`src/rtl/goc_pkg.sv`:
```
`timescale 1ns / 1ps
// ----------------------------------------------------------------------------
// Gyro offset calibration package
// Shared types, register indexes, reset values and default parameter values
// for the gyro offset calibration and low-pass filter block.
// ----------------------------------------------------------------------------
package goc_pkg;

    localparam int AVG_SHIFT_DEF = 8;
    localparam int FRAC_BITS_DEF = 16;

    localparam int SAMPLE_W = 16;
    localparam int ALPHA_W  = 16;
    localparam int CFG_W    = 16;
    localparam int CFG_IDX_W = 2;

    localparam logic [CFG_IDX_W-1:0] REG_QUIET_LIMIT   = 2'd0;
    localparam logic [CFG_IDX_W-1:0] REG_QUIET_NEEDED  = 2'd1;
    localparam logic [CFG_IDX_W-1:0] REG_DISCARD_COUNT = 2'd2;
    localparam logic [CFG_IDX_W-1:0] REG_ALPHA_Q16     = 2'd3;

    localparam logic [7:0]         QUIET_LIMIT_RST   = 8'd5;
    localparam logic [7:0]         QUIET_NEEDED_RST  = 8'd30;
    localparam logic [9:0]         DISCARD_COUNT_RST = 10'd100;
    localparam logic [ALPHA_W-1:0] ALPHA_Q16_RST     = 16'd9830;

    typedef logic signed [SAMPLE_W-1:0] sample_t;

    typedef enum logic [1:0] {
        PH_IDLE    = 2'd0,
        PH_QUIET   = 2'd1,
        PH_DISCARD = 2'd2,
        PH_SUM     = 2'd3
    } cal_phase_t;

    typedef struct packed {
        logic [7:0] quiet_limit;
        logic [7:0] quiet_needed;
        logic [9:0] discard_count;
    } cal_cfg_t;

    typedef struct packed {
        cal_phase_t phase;
        logic       done;
    } cal_status_t;

endpackage

```
`src/rtl/goc_axis_filter.sv`:
```
`timescale 1ns / 1ps
// ----------------------------------------------------------------------------
// Single-axis offset removal and first-order low-pass filter
// Subtracts the axis offset with 16-bit wrap, updates the fixed-point filter
// state and gives the filtered value truncated toward zero.
// ----------------------------------------------------------------------------
module goc_axis_filter
    import goc_pkg::*;
#(
    parameter int FRAC_BITS = FRAC_BITS_DEF
) (
    input  logic               aclk,
    input  logic               aresetn,
    input  logic               step,
    input  sample_t            raw,
    input  sample_t            offset,
    input  logic [ALPHA_W-1:0] alpha,
    output sample_t            rate
);

    localparam int FW = SAMPLE_W + FRAC_BITS;
    localparam int PW = FW + ALPHA_W + 3;

    logic signed [FW-1:0]        y_reg;
    logic signed [FW-1:0]        y_next;
    sample_t                     x;
    logic signed [ALPHA_W+1:0]   keep;
    logic signed [ALPHA_W:0]     a_s;
    logic signed [PW-1:0]        prod_y;
    logic signed [PW-1:0]        prod_x;
    logic signed [PW-1:0]        num;
    sample_t                     whole;
    logic                        frac_nz;

    always_comb begin
        x       = raw - offset;
        keep    = $signed((18'(1) << ALPHA_W) - {2'b00, alpha});
        a_s     = $signed({1'b0, alpha});
        prod_y  = PW'(y_reg) * PW'(keep);
        prod_x  = (PW'(x) * PW'(a_s)) <<< FRAC_BITS;
        num     = prod_y + prod_x;
        y_next  = FW'(num >>> ALPHA_W);
        whole   = SAMPLE_W'(y_next >>> FRAC_BITS);
        frac_nz = |y_next[FRAC_BITS-1:0];
        rate    = (y_next[FW-1] && frac_nz) ? whole + 16'sd1 : whole;
    end

    always_ff @(posedge aclk) begin
        if (!aresetn) begin
            y_reg <= '0;
        end else if (step) begin
            y_reg <= y_next;
        end
    end

endmodule

```
`config.mk`:
```
export PLATFORM = sky130hd
export DESIGN_NAME = goc_axis_filter
export DESIGN_NICKNAME = d
export VERILOG_FILES = /design/src/rtl/goc_pkg.sv /design/src/rtl/goc_axis_filter.sv
export SDC_FILE = /design/constraint.sdc
export NUM_CORES = 2
export LEC_CHECK = 0
export ABC_CLOCK_PERIOD_IN_PS = 33400
export BUFFER_PORTS_ARGS = -buffer_cell sky130_fd_sc_hd__buf_2
export CAP_MARGIN = 15
export CORE_MARGIN = 2
export CORE_UTILIZATION = 50
export DETAILED_ROUTE_END_ITERATION = 10
export PLACE_DENSITY = 0.66
export SETUP_SLACK_MARGIN = 0.02
export SYNTH_ARGS = -nofsm -noshare
export SYNTH_HDL_FRONTEND = slang
export SYNTH_SLANG_ARGS = --single-unit
export TNS_END_PERCENT = 100
```
`constraint.sdc`:
```
create_clock -name aclk -period 33.4 [get_ports aclk]
set_input_delay 3.34 -clock aclk [delete_from_list [all_inputs] [get_ports aclk]]
set_output_delay 3.34 -clock aclk [all_outputs]
set_load 0.02 [all_outputs]
```
==> results_dict.tcl <==
set metrics [dict create \
    timing.final.ws_setup_ns 13.64 \
    die_y_um 250.8 \
    syn-num-nets 4495 \
    yosysMostFrequentCell "inv_1" \
    grt_pass1_wl_um 126700 \
    holdWs_ns 0.7045 \
    endpoint_kind "output pin" \
    fin_crit_sh_pct 59.17 \
    pin_count 67 \
    final_cell_area_um2 31830 \
    arrival_ns 16.42 \
    synth.mux.area_fraction_pct 0.6288 \
    synthesis.area_um2 30440 \
    rsz0062_at_grt "no" \
    synth_enable_flop_cells 0 \
    grt_max_degree 47 \
    layout.area.seq_um2 640.6 \
    largest_register_ff_count 32 \
    drc 0 \
    crit_top_cell "fa_1" \
    fmax_mhz 50.60 \
    cts_setup_buffers 0 \
    core_um2 60250 \
    synth_top_area_share_pct 48.20 \
    reg2reg_slack_ns 25.56 \
    cts_buffers 5 \
    synth.top_cells.by_area "fa_1, ha_1, inv_1" \
    hold_viol 0 \
    dpl.hpwl_um 59940 \
    hp-class "reg -> reg" \
    ctsLongestPathBuffers 2 \
    pre_cts_ws_ns 13.70 \
    maxCapViolCount 0 \
    synthToLayoutAreaGrowth_pct 4.537 \
    clk_pin_slew_ns 0.05 \
    detail_route.wirelength_um 74560 \
    finalMaxSlewViolations 0 \
    start_kind "input port" \
    cts_tree "built" \
    synth_seq_cells 32 \
    slew_headroom_pct 26.82 \
    final_layout_size_suffix_gt1_share_pct 5.151 \
    finalSetupViolCount 0 \
    critPathSlowestCell "fa_1" \
    drtIter0Drc 1182 \
    multi_input_area_um2 26310 \
    dieArea_um2 62880 \
    die_w_um 250.8 \
    skew_ns 0.006938 \
    wl_per_cell_um 17.76 \
    yosys.area_share.simple_pct 18.24 \
    grt_usage_pct 25.31 \
    synth_ff_type "dfxtp_1" \
    layout.nets 4457 \
    placed_area_um2 31680 \
    crit_required_ns 30.06 \
    dr_total_vias 22300 \
    drt-vias-per-instance 5.310 \
    ys_types 78 \
    start_util_pct 50.53 \
    cts_sinks 32 \
    async_reset_ff_share_pct 0 \
    ant_nets 0 \
    worstPathMaxFanout 15 \
    yosys.area.top_type "fa_1" \
    synth_seq_area_share_pct 2.104 \
    cts-resized-gates 0 \
    antenna_found_initial 0 \
    synth_compound_area_share_pct 5.265 \
    tightest_slew_ns 1.094 \
    grt_overflow 0 \
    firstDrtPassIters 5 \
    fp-row-count 90 \
    status "completed" \
    synthAdderAreaFrac_pct 58.76 \
    hold_buffers 0 \
    io_buffers 66 \
    htreeDepth 2 \
    clk_latency_ns 0.28 \
    gp_congestion 0.9111 \
    period_minus_slack_ns 19.76 \
    num_antenna_cells 0 \
    grt_pass1_vias 24140 \
    tns_ns 0 \
    synthXorXnorAreaFrac_pct 3.033 \
    fill_cells 5579 \
    avgSynthCellArea_um2 8.814 \
    crit_type "in -> out" \
    max_stage_delay_ns 0.56 \
    netlist_instances 3454 \
    synth_top_family_by_area "adder cells" \
    yosys_warnings 0 \
    cts_root_buffer "clkbuf_16" \
    synth_common_cells "inv_1, fa_1, nand2_1" \
]
-- worst max-delay path: cells and delay by family --
family	cells	cell delay (ns)
adder cells (fa/ha/maj)	14	6.21
AO/OA/AOI/OAI	16	3.49
AND/OR/NAND/NOR	8	2.15
multiplexers	2	0.68
buffers and inverters	5	0.40
XOR/XNOR	1	0.18
-- through the flow --
| stage | instances | utilization [%] |
|---|---|---|
| after CTS | 4199 | 52.83 |
| after detailed placement | 4191 | 52.58 |
| after global routing | 4199 | 52.83 |
| final | 4199 | 52.83 |
| after global placement | 4191 | 52.58 |
| after floorplan | 3454 | - |
-- cells by family (layout without fill, tap and decap cells) --
family          after synthesis  in the layout
simple gates               1106           1106
flops                        32             32
buf+inv                     965            928
fa+ha+maj                   990            990
mux                          19             19
xor+xnor                    103            103
compound gates              239            239
-- cell type report --
cell class,count,area share (%)
inverters,798,9.412
repair buffers,122,2.359
multi-input cells,2457,82.67
clock buffers,6,0.4364
flip-flops and latches,32,2.013
well taps,782,3.074
clock inverters,2,0.03145
-- routing by layer --
layer | vias to the layer above | global-route usage (%) | routed length, µm
li1 | 10130 | - | -
met1 | 11560 | 32.82 | 30880
met2 | 514 | 46.52 | 38830
met3 | 96 | 1.667 | 3011
met4 | 0 | 5.543 | 1842
met5 | - | 0 | 0
-- placed cells by master (no fill, tap or decap), types with 34 or more instances in the layout --
| cell | n |
|---|---|
| a21oi_1 | 63 |
| and2_1 | 340 |
| buf_2 | 66 |
| buf_4 | 56 |
| fa_1 | 733 |
| ha_1 | 257 |
| inv_1 | 798 |
| nand2_1 | 493 |
| nor2_1 | 72 |
| nor2b_1 | 54 |
| nor3_1 | 34 |
| o21ai_0 | 41 |
| xnor2_1 | 53 |
-- worst paths after layout --
check | from | to | depth (start not counted)
max | offset[0] | rate[1] | 46
min | y_reg[25] | y_reg[25] | 3
max reg2reg | y_reg[5] | y_reg[31] | 24
min reg2reg | y_reg[25] | y_reg[25] | 3
Power is not shown: default switching activity piles up to over one toggle a cycle in this logic, so the estimate is an artifact.
