[src/rtl/goc_pkg.sv]
`timescale 1ns / 1ps
// ----------------------------------------------------------------------------
// Gyro offset calibration package
// Shared types, register indexes, reset values and default parameter values
// for the gyro offset calibration and low-pass filter block.
// ----------------------------------------------------------------------------
package goc_pkg;

    localparam int AVG_SHIFT_DEF = 8;
    localparam int FRAC_BITS_DEF = 16;

    localparam int SAMPLE_W = 16;
    localparam int ALPHA_W  = 16;
    localparam int CFG_W    = 16;
    localparam int CFG_IDX_W = 2;

    localparam logic [CFG_IDX_W-1:0] REG_QUIET_LIMIT   = 2'd0;
    localparam logic [CFG_IDX_W-1:0] REG_QUIET_NEEDED  = 2'd1;
    localparam logic [CFG_IDX_W-1:0] REG_DISCARD_COUNT = 2'd2;
    localparam logic [CFG_IDX_W-1:0] REG_ALPHA_Q16     = 2'd3;

    localparam logic [7:0]         QUIET_LIMIT_RST   = 8'd5;
    localparam logic [7:0]         QUIET_NEEDED_RST  = 8'd30;
    localparam logic [9:0]         DISCARD_COUNT_RST = 10'd100;
    localparam logic [ALPHA_W-1:0] ALPHA_Q16_RST     = 16'd9830;

    typedef logic signed [SAMPLE_W-1:0] sample_t;

    typedef enum logic [1:0] {
        PH_IDLE    = 2'd0,
        PH_QUIET   = 2'd1,
        PH_DISCARD = 2'd2,
        PH_SUM     = 2'd3
    } cal_phase_t;

    typedef struct packed {
        logic [7:0] quiet_limit;
        logic [7:0] quiet_needed;
        logic [9:0] discard_count;
    } cal_cfg_t;

    typedef struct packed {
        cal_phase_t phase;
        logic       done;
    } cal_status_t;

endpackage

[src/rtl/goc_cal_ctrl.sv]
`timescale 1ns / 1ps
// ----------------------------------------------------------------------------
// Calibration sequencer
// Tracks the quiet wait, discard and summing phases, keeps the last outputs,
// the running sums and the axis offsets, and loads new offsets at the end.
// ----------------------------------------------------------------------------
module goc_cal_ctrl
    import goc_pkg::*;
#(
    parameter int AVG_SHIFT = AVG_SHIFT_DEF
) (
    input  logic        aclk,
    input  logic        aresetn,
    input  logic        step,
    input  logic        req,
    input  cal_cfg_t    cfg,
    input  sample_t     rate       [3],
    output sample_t     offset_eff [3],
    output cal_status_t status
);

    localparam int SW    = SAMPLE_W + AVG_SHIFT;
    localparam int CNT_W = (AVG_SHIFT + 1 > 10) ? AVG_SHIFT + 1 : 10;

    cal_phase_t               phase_reg, phase_next, phase_eff;
    logic [CNT_W-1:0]         cnt_reg, cnt_next, cnt_eff, cnt_inc;
    sample_t                  offset_reg [3];
    sample_t                  offset_next [3];
    sample_t                  prev_reg [3];
    logic signed [SW-1:0]     sum_reg [3];
    logic signed [SW-1:0]     sum_next [3];
    logic signed [SW-1:0]     sum_acc [3];
    logic signed [SAMPLE_W:0] diff;
    logic signed [SAMPLE_W:0] lim;
    logic                     quiet;
    logic                     done;

    always_comb begin
        phase_eff = req ? PH_QUIET : phase_reg;
        cnt_eff   = req ? '0 : cnt_reg;
        cnt_inc   = cnt_eff + CNT_W'(1);
        lim       = $signed({9'b0, cfg.quiet_limit});
        quiet     = 1'b1;
        diff      = '0;
        for (int i = 0; i < 3; i++) begin
            offset_eff[i]  = req ? '0 : offset_reg[i];
            offset_next[i] = offset_eff[i];
            diff = (SAMPLE_W+1)'(rate[i]) - (req ? '0 : (SAMPLE_W+1)'(prev_reg[i]));
            if (diff > lim || diff < -lim) begin
                quiet = 1'b0;
            end
            sum_acc[i]  = (req ? '0 : sum_reg[i]) + SW'(rate[i]);
            sum_next[i] = req ? '0 : sum_reg[i];
        end
        phase_next = phase_eff;
        cnt_next   = cnt_eff;
        done       = 1'b0;
        unique case (phase_eff)
            PH_IDLE: begin
            end
            PH_QUIET: begin
                if (quiet) begin
                    if (cnt_inc >= CNT_W'(cfg.quiet_needed)) begin
                        cnt_next   = '0;
                        phase_next = (cfg.discard_count == '0) ? PH_SUM : PH_DISCARD;
                    end else begin
                        cnt_next = cnt_inc;
                    end
                end
            end
            PH_DISCARD: begin
                if (cnt_inc >= CNT_W'(cfg.discard_count)) begin
                    cnt_next   = '0;
                    phase_next = PH_SUM;
                end else begin
                    cnt_next = cnt_inc;
                end
            end
            PH_SUM: begin
                for (int i = 0; i < 3; i++) begin
                    sum_next[i] = sum_acc[i];
                end
                if (cnt_inc >= (CNT_W'(1) << AVG_SHIFT)) begin
                    for (int i = 0; i < 3; i++) begin
                        offset_next[i] = SAMPLE_W'(sum_acc[i] >>> AVG_SHIFT);
                        sum_next[i]    = '0;
                    end
                    cnt_next   = '0;
                    phase_next = PH_IDLE;
                    done       = 1'b1;
                end else begin
                    cnt_next = cnt_inc;
                end
            end
            default: begin
            end
        endcase
        status.phase = phase_next;
        status.done  = done;
    end

    always_ff @(posedge aclk) begin
        if (!aresetn) begin
            phase_reg <= PH_IDLE;
            cnt_reg   <= '0;
            for (int i = 0; i < 3; i++) begin
                offset_reg[i] <= '0;
                prev_reg[i]   <= '0;
                sum_reg[i]    <= '0;
            end
        end else if (step) begin
            phase_reg <= phase_next;
            cnt_reg   <= cnt_next;
            for (int i = 0; i < 3; i++) begin
                offset_reg[i] <= offset_next[i];
                prev_reg[i]   <= rate[i];
                sum_reg[i]    <= sum_next[i];
            end
        end
    end

endmodule
[config.mk]
export PLATFORM = sky130hd
export DESIGN_NAME = goc_cal_ctrl
export DESIGN_NICKNAME = d
export VERILOG_FILES = /design/src/rtl/goc_pkg.sv /design/src/rtl/goc_cal_ctrl.sv
export SDC_FILE = /design/constraint.sdc
export NUM_CORES = 1
export LEC_CHECK = 0
export BUFFER_PORTS_ARGS = -buffer_cell sky130_fd_sc_hd__buf_2
export CORE_AREA = 2 2 188 153
export DETAILED_ROUTE_END_ITERATION = 6
export DIE_AREA = 0 0 190 155
export PLACE_DENSITY = 0.79
export SYNTH_ARGS = -nofsm -noshare
export SYNTH_HDL_FRONTEND = slang
export SYNTH_SLANG_ARGS = --single-unit
[constraint.sdc]
create_clock -name aclk -period 17.3 [get_ports aclk]
set_clock_uncertainty 0.1 [all_clocks]
set_input_delay 4.325 -clock aclk [delete_from_list [all_inputs] [get_ports aclk]]
set_output_delay 4.325 -clock aclk [all_outputs]
set_load 0.02 [all_outputs]
==> results.sh <==
export IMPL_grt_setup_unrepaired="no"
export IMPL_min_period_ns=14.69
export IMPL_synth_top_family_by_area="simple AND/OR/NAND/NOR gates"
export IMPL_p_per_area_mw_per_mm2=71.7
export IMPL_fin_tns_setup_ns=0
export IMPL_first_pass_iters=5
export IMPL_synth_seq_cells=180
export IMPL_setup_violations=0
export IMPL_layout_common_cells="ha_1, nand2_1, edfxtp_1"
export IMPL_post_drt_wl_per_cell_um=19.0
export IMPL_grt_max_degree=91
export IMPL_worstHoldStart="cnt_reg[3]"
export IMPL_initial_core_util_pct=59.1
export IMPL_fin_util_pct=64.5
export IMPL_status="completed"
export IMPL_grt_pass1_wl_um=71500
export IMPL_viasPerCell=6.27
export IMPL_multi_input_area_mm2=0.0106
export IMPL_syn_avg_cell_area_um2=8.77
export IMPL_relSlewSlack_pct=20.1
export IMPL_num_vias=14600
export IMPL_cts_root_buf="clkbuf_16"
export IMPL_fillers=2307
export IMPL_synth_area_mm2=0.0164
export IMPL_timing_rr_start="prev_reg[0][0]"
export IMPL_switching_share_pct=33.5
export IMPL_worstPathRequired_ns=12.88
export IMPL_setup_slack_ns=2.61
export IMPL_num_antenna_cells=0
export IMPL_fin_crit_sh_pct=84.9
export IMPL_die_h_um=155
export IMPL_synthCells=1868
export IMPL_r2r_slack_ns=12.12
export IMPL_clk_pin_slew_worst_paths_ns=0.07
export IMPL_fp_dieW_um=190
export IMPL_synthMuxAreaShare_pct=0.366
export IMPL_cp_start_kind="primary input"
export IMPL_dp_final_hpwl_um=31700
export IMPL_r2r_cells=22
export IMPL_fmax_mhz=68.1
export IMPL_drc=0
export IMPL_p_comb_share_pct=29.2
export IMPL_antenna_found_initial=0
export IMPL_yosys_area_share_xor_xnor_pct=5.56
export IMPL_pwr_share_clk_pct=31.1
export IMPL_area_growth_pct=9.20
export IMPL_synth_cell_types=72
export IMPL_final_common_cell="ha_1"
export IMPL_ant_nets=0
export IMPL_grt_overflow_total=0
export IMPL_cap_violations=0
export IMPL_ctsHoldBuffers=0
export IMPL_critPathMaxFanout=54
export IMPL_rows=55
export IMPL_r2r_end="cnt_reg[6]"
export IMPL_grt_usage_pct=30.1
export IMPL_leakagePower_nw=7.94
export IMPL_gp_congestion=0.902
export IMPL_syn_num_nets=2163
export IMPL_post_cts_resized=0
export IMPL_holdPathStages=1
export IMPL_worstPathArrival_ns=10.26
export IMPL_synth_enable_flop_cells=168
export IMPL_cts_max_level=4
export IMPL_endpoint_kind="primary output"
export IMPL_yosys_area_share_simple_pct=22.3
export IMPL_pwr_share_seq_pct=39.7
export IMPL_switchingPower_w=0.000431
export IMPL_p_int_w=0.000853
export IMPL_cts_buffers=17
export IMPL_cts_setup_buffers=0
export IMPL_drive_above_1_share_pct=10.1
export IMPL_ir_worst_vdd_mv=0.0787
export IMPL_hold_viol=0
export IMPL_async_flop_share_pct=0
export IMPL_seq_area_mm2=0.00529
export IMPL_holdWs_ns=0.482
export IMPL_routed_wl_um=44400
export IMPL_drtIter0Drc=1071
export IMPL_worstHoldEndpoint="cnt_reg[3]"
export IMPL_ys_flop_type="edfxtp_1"
export IMPL_cts_buffer_depth=2
export IMPL_clk_latency_ns=0.45
export IMPL_cts_sinks=180
export IMPL_grt_pass1_vias=13900
export IMPL_yosysSeqAreaShare_pct=32.2
export IMPL_tightestPinTransition_ns=1.20
export IMPL_slew_violations=0
export IMPL_yosysWarnings=0
export IMPL_io_pins=129
export IMPL_die_area_mm2=0.0295
export IMPL_fin_nets=2246
export IMPL_synth_compound_area_share_pct=19.4
export IMPL_coreArea_mm2=0.0277
export IMPL_largest_reg_flops=72
export IMPL_critPathKind="primary input to primary output"
export IMPL_port_buffer_count=128
export IMPL_cts_tree="built"
export IMPL_place_ws_ns=2.75
export IMPL_holdCritPathClass="flip-flop to flip-flop"
export IMPL_synth_fa_ha_area_share_pct=16.8
per-layer routing:
| metal | global-route usage, % | vias to the layer above | wire length (um) |
|---|---|---|---|
| li1 | - | 7027 | - |
| met5 | 0 | - | 0 |
| met4 | 9.08 | 0 | 1040 |
| met1 | 42.2 | 6949 | 20300 |
| met2 | 48.9 | 565 | 20200 |
| met3 | 3.74 | 83 | 2890 |
layout make-up:
type	instances	share of cell area (%)
multi-input cells	1549	59.2
flip-flops and latches	180	29.5
repair buffers	139	4.05
well taps	370	2.59
clock buffers	17	2.38
inverters	64	1.34
clock inverters	15	0.888
cells by family (layout without fill, tap and decap cells):
kind of cell / count (synthesis) / count (layout)
adders and majority gates: 217 / 217
buffers and inverters: 139 / 235
xor gates and xnor gates: 104 / 104
DFF: 180 / 180
and+or+nand+nor: 733 / 733
AOI/OAI and AO/OA: 489 / 489
muxes: 6 / 6
through the flow:
step                instance area (um^2)  instances  total power [W]
global route                       17900       2334          0.00134
global placement                   17300       2302         0.000872
finish                             17900       2334          0.00128
CTS                                17900       2334          0.00128
floorplan                          16400       1868         0.000790
detailed placement                 17300       2302         0.000884
cells in the mapped netlist (all sizes together) (5+ instances only):
cell type	number	area share, %
fa	6	0.73
clkbuf	64	1.5
a21oi	144	4.4
a21boi	7	0.32
edfxtp	168	31
o21ai	93	2.8
mux2i	6	0.37
or2	9	0.34
a22oi	34	1.6
nand2b	28	1.1
nand3	47	1.4
o31ai	13	0.60
dfxtp	12	1.5
nor3	34	1.0
xor2	37	2.0
o211ai	11	0.53
xnor2	67	3.6
nand4	13	0.50
inv	64	1.5
buf	11	0.34
ha	211	16
a41oi	7	0.37
nor4	15	0.57
o2bb2ai	7	0.37
nand2	181	4.1
or3	12	0.46
a21o	56	2.6
nor2b	138	5.3
nor2	167	3.8
a2111oi	5	0.27
a211oi	18	0.82
and3	56	2.1
o21a	27	1.2
a31oi	13	0.50
and2	15	0.57
o31a	5	0.27
critical path, stage by stage:
cell and delay (ns):
buf_4 0.29, inv_1 0.64, buf_4 0.47, nand2_1 0.10
ha_1 0.35, a21o_1 0.19, or3_1 0.34, o21ai_0 0.46
or4b_2 0.63, o211ai_1 0.15, ha_1 0.27, o21a_1 0.18
o21ai_0 0.14, a31oi_1 0.06, nor3_1 0.26, o21ai_0 0.14
and4_1 0.21, o211ai_2 0.22, nor2_1 0.16, a311oi_1 0.38
inv_1 0.07, buf_2 0.16
worst max-delay path by stage:
stage                 to  from  slack, ns
6_report       status[2]   req       2.61
3_5_place_dp   status[2]   req       2.75
2_1_floorplan  status[1]   req       4.07
3_3_place_gp   status[2]   req       2.85
5_1_grt        status[2]   req       2.19
4_1_cts        status[2]   req       2.74
power by group through the flow:
| stage | clock network [W] | logic [W] | registers [W] |
|---|---|---|---|
| 2_1_floorplan | 0 | 0.000271 | 0.000519 |
| 3_3_place_gp | 0 | 0.000354 | 0.000518 |
| 3_5_place_dp | 0 | 0.000365 | 0.000519 |
| 4_1_cts | 0.000403 | 0.000369 | 0.000509 |
| 5_1_grt | 0.000417 | 0.000416 | 0.000511 |
| 6_report | 0.000400 | 0.000375 | 0.000509 |
(Power assumes the default switching activity.)
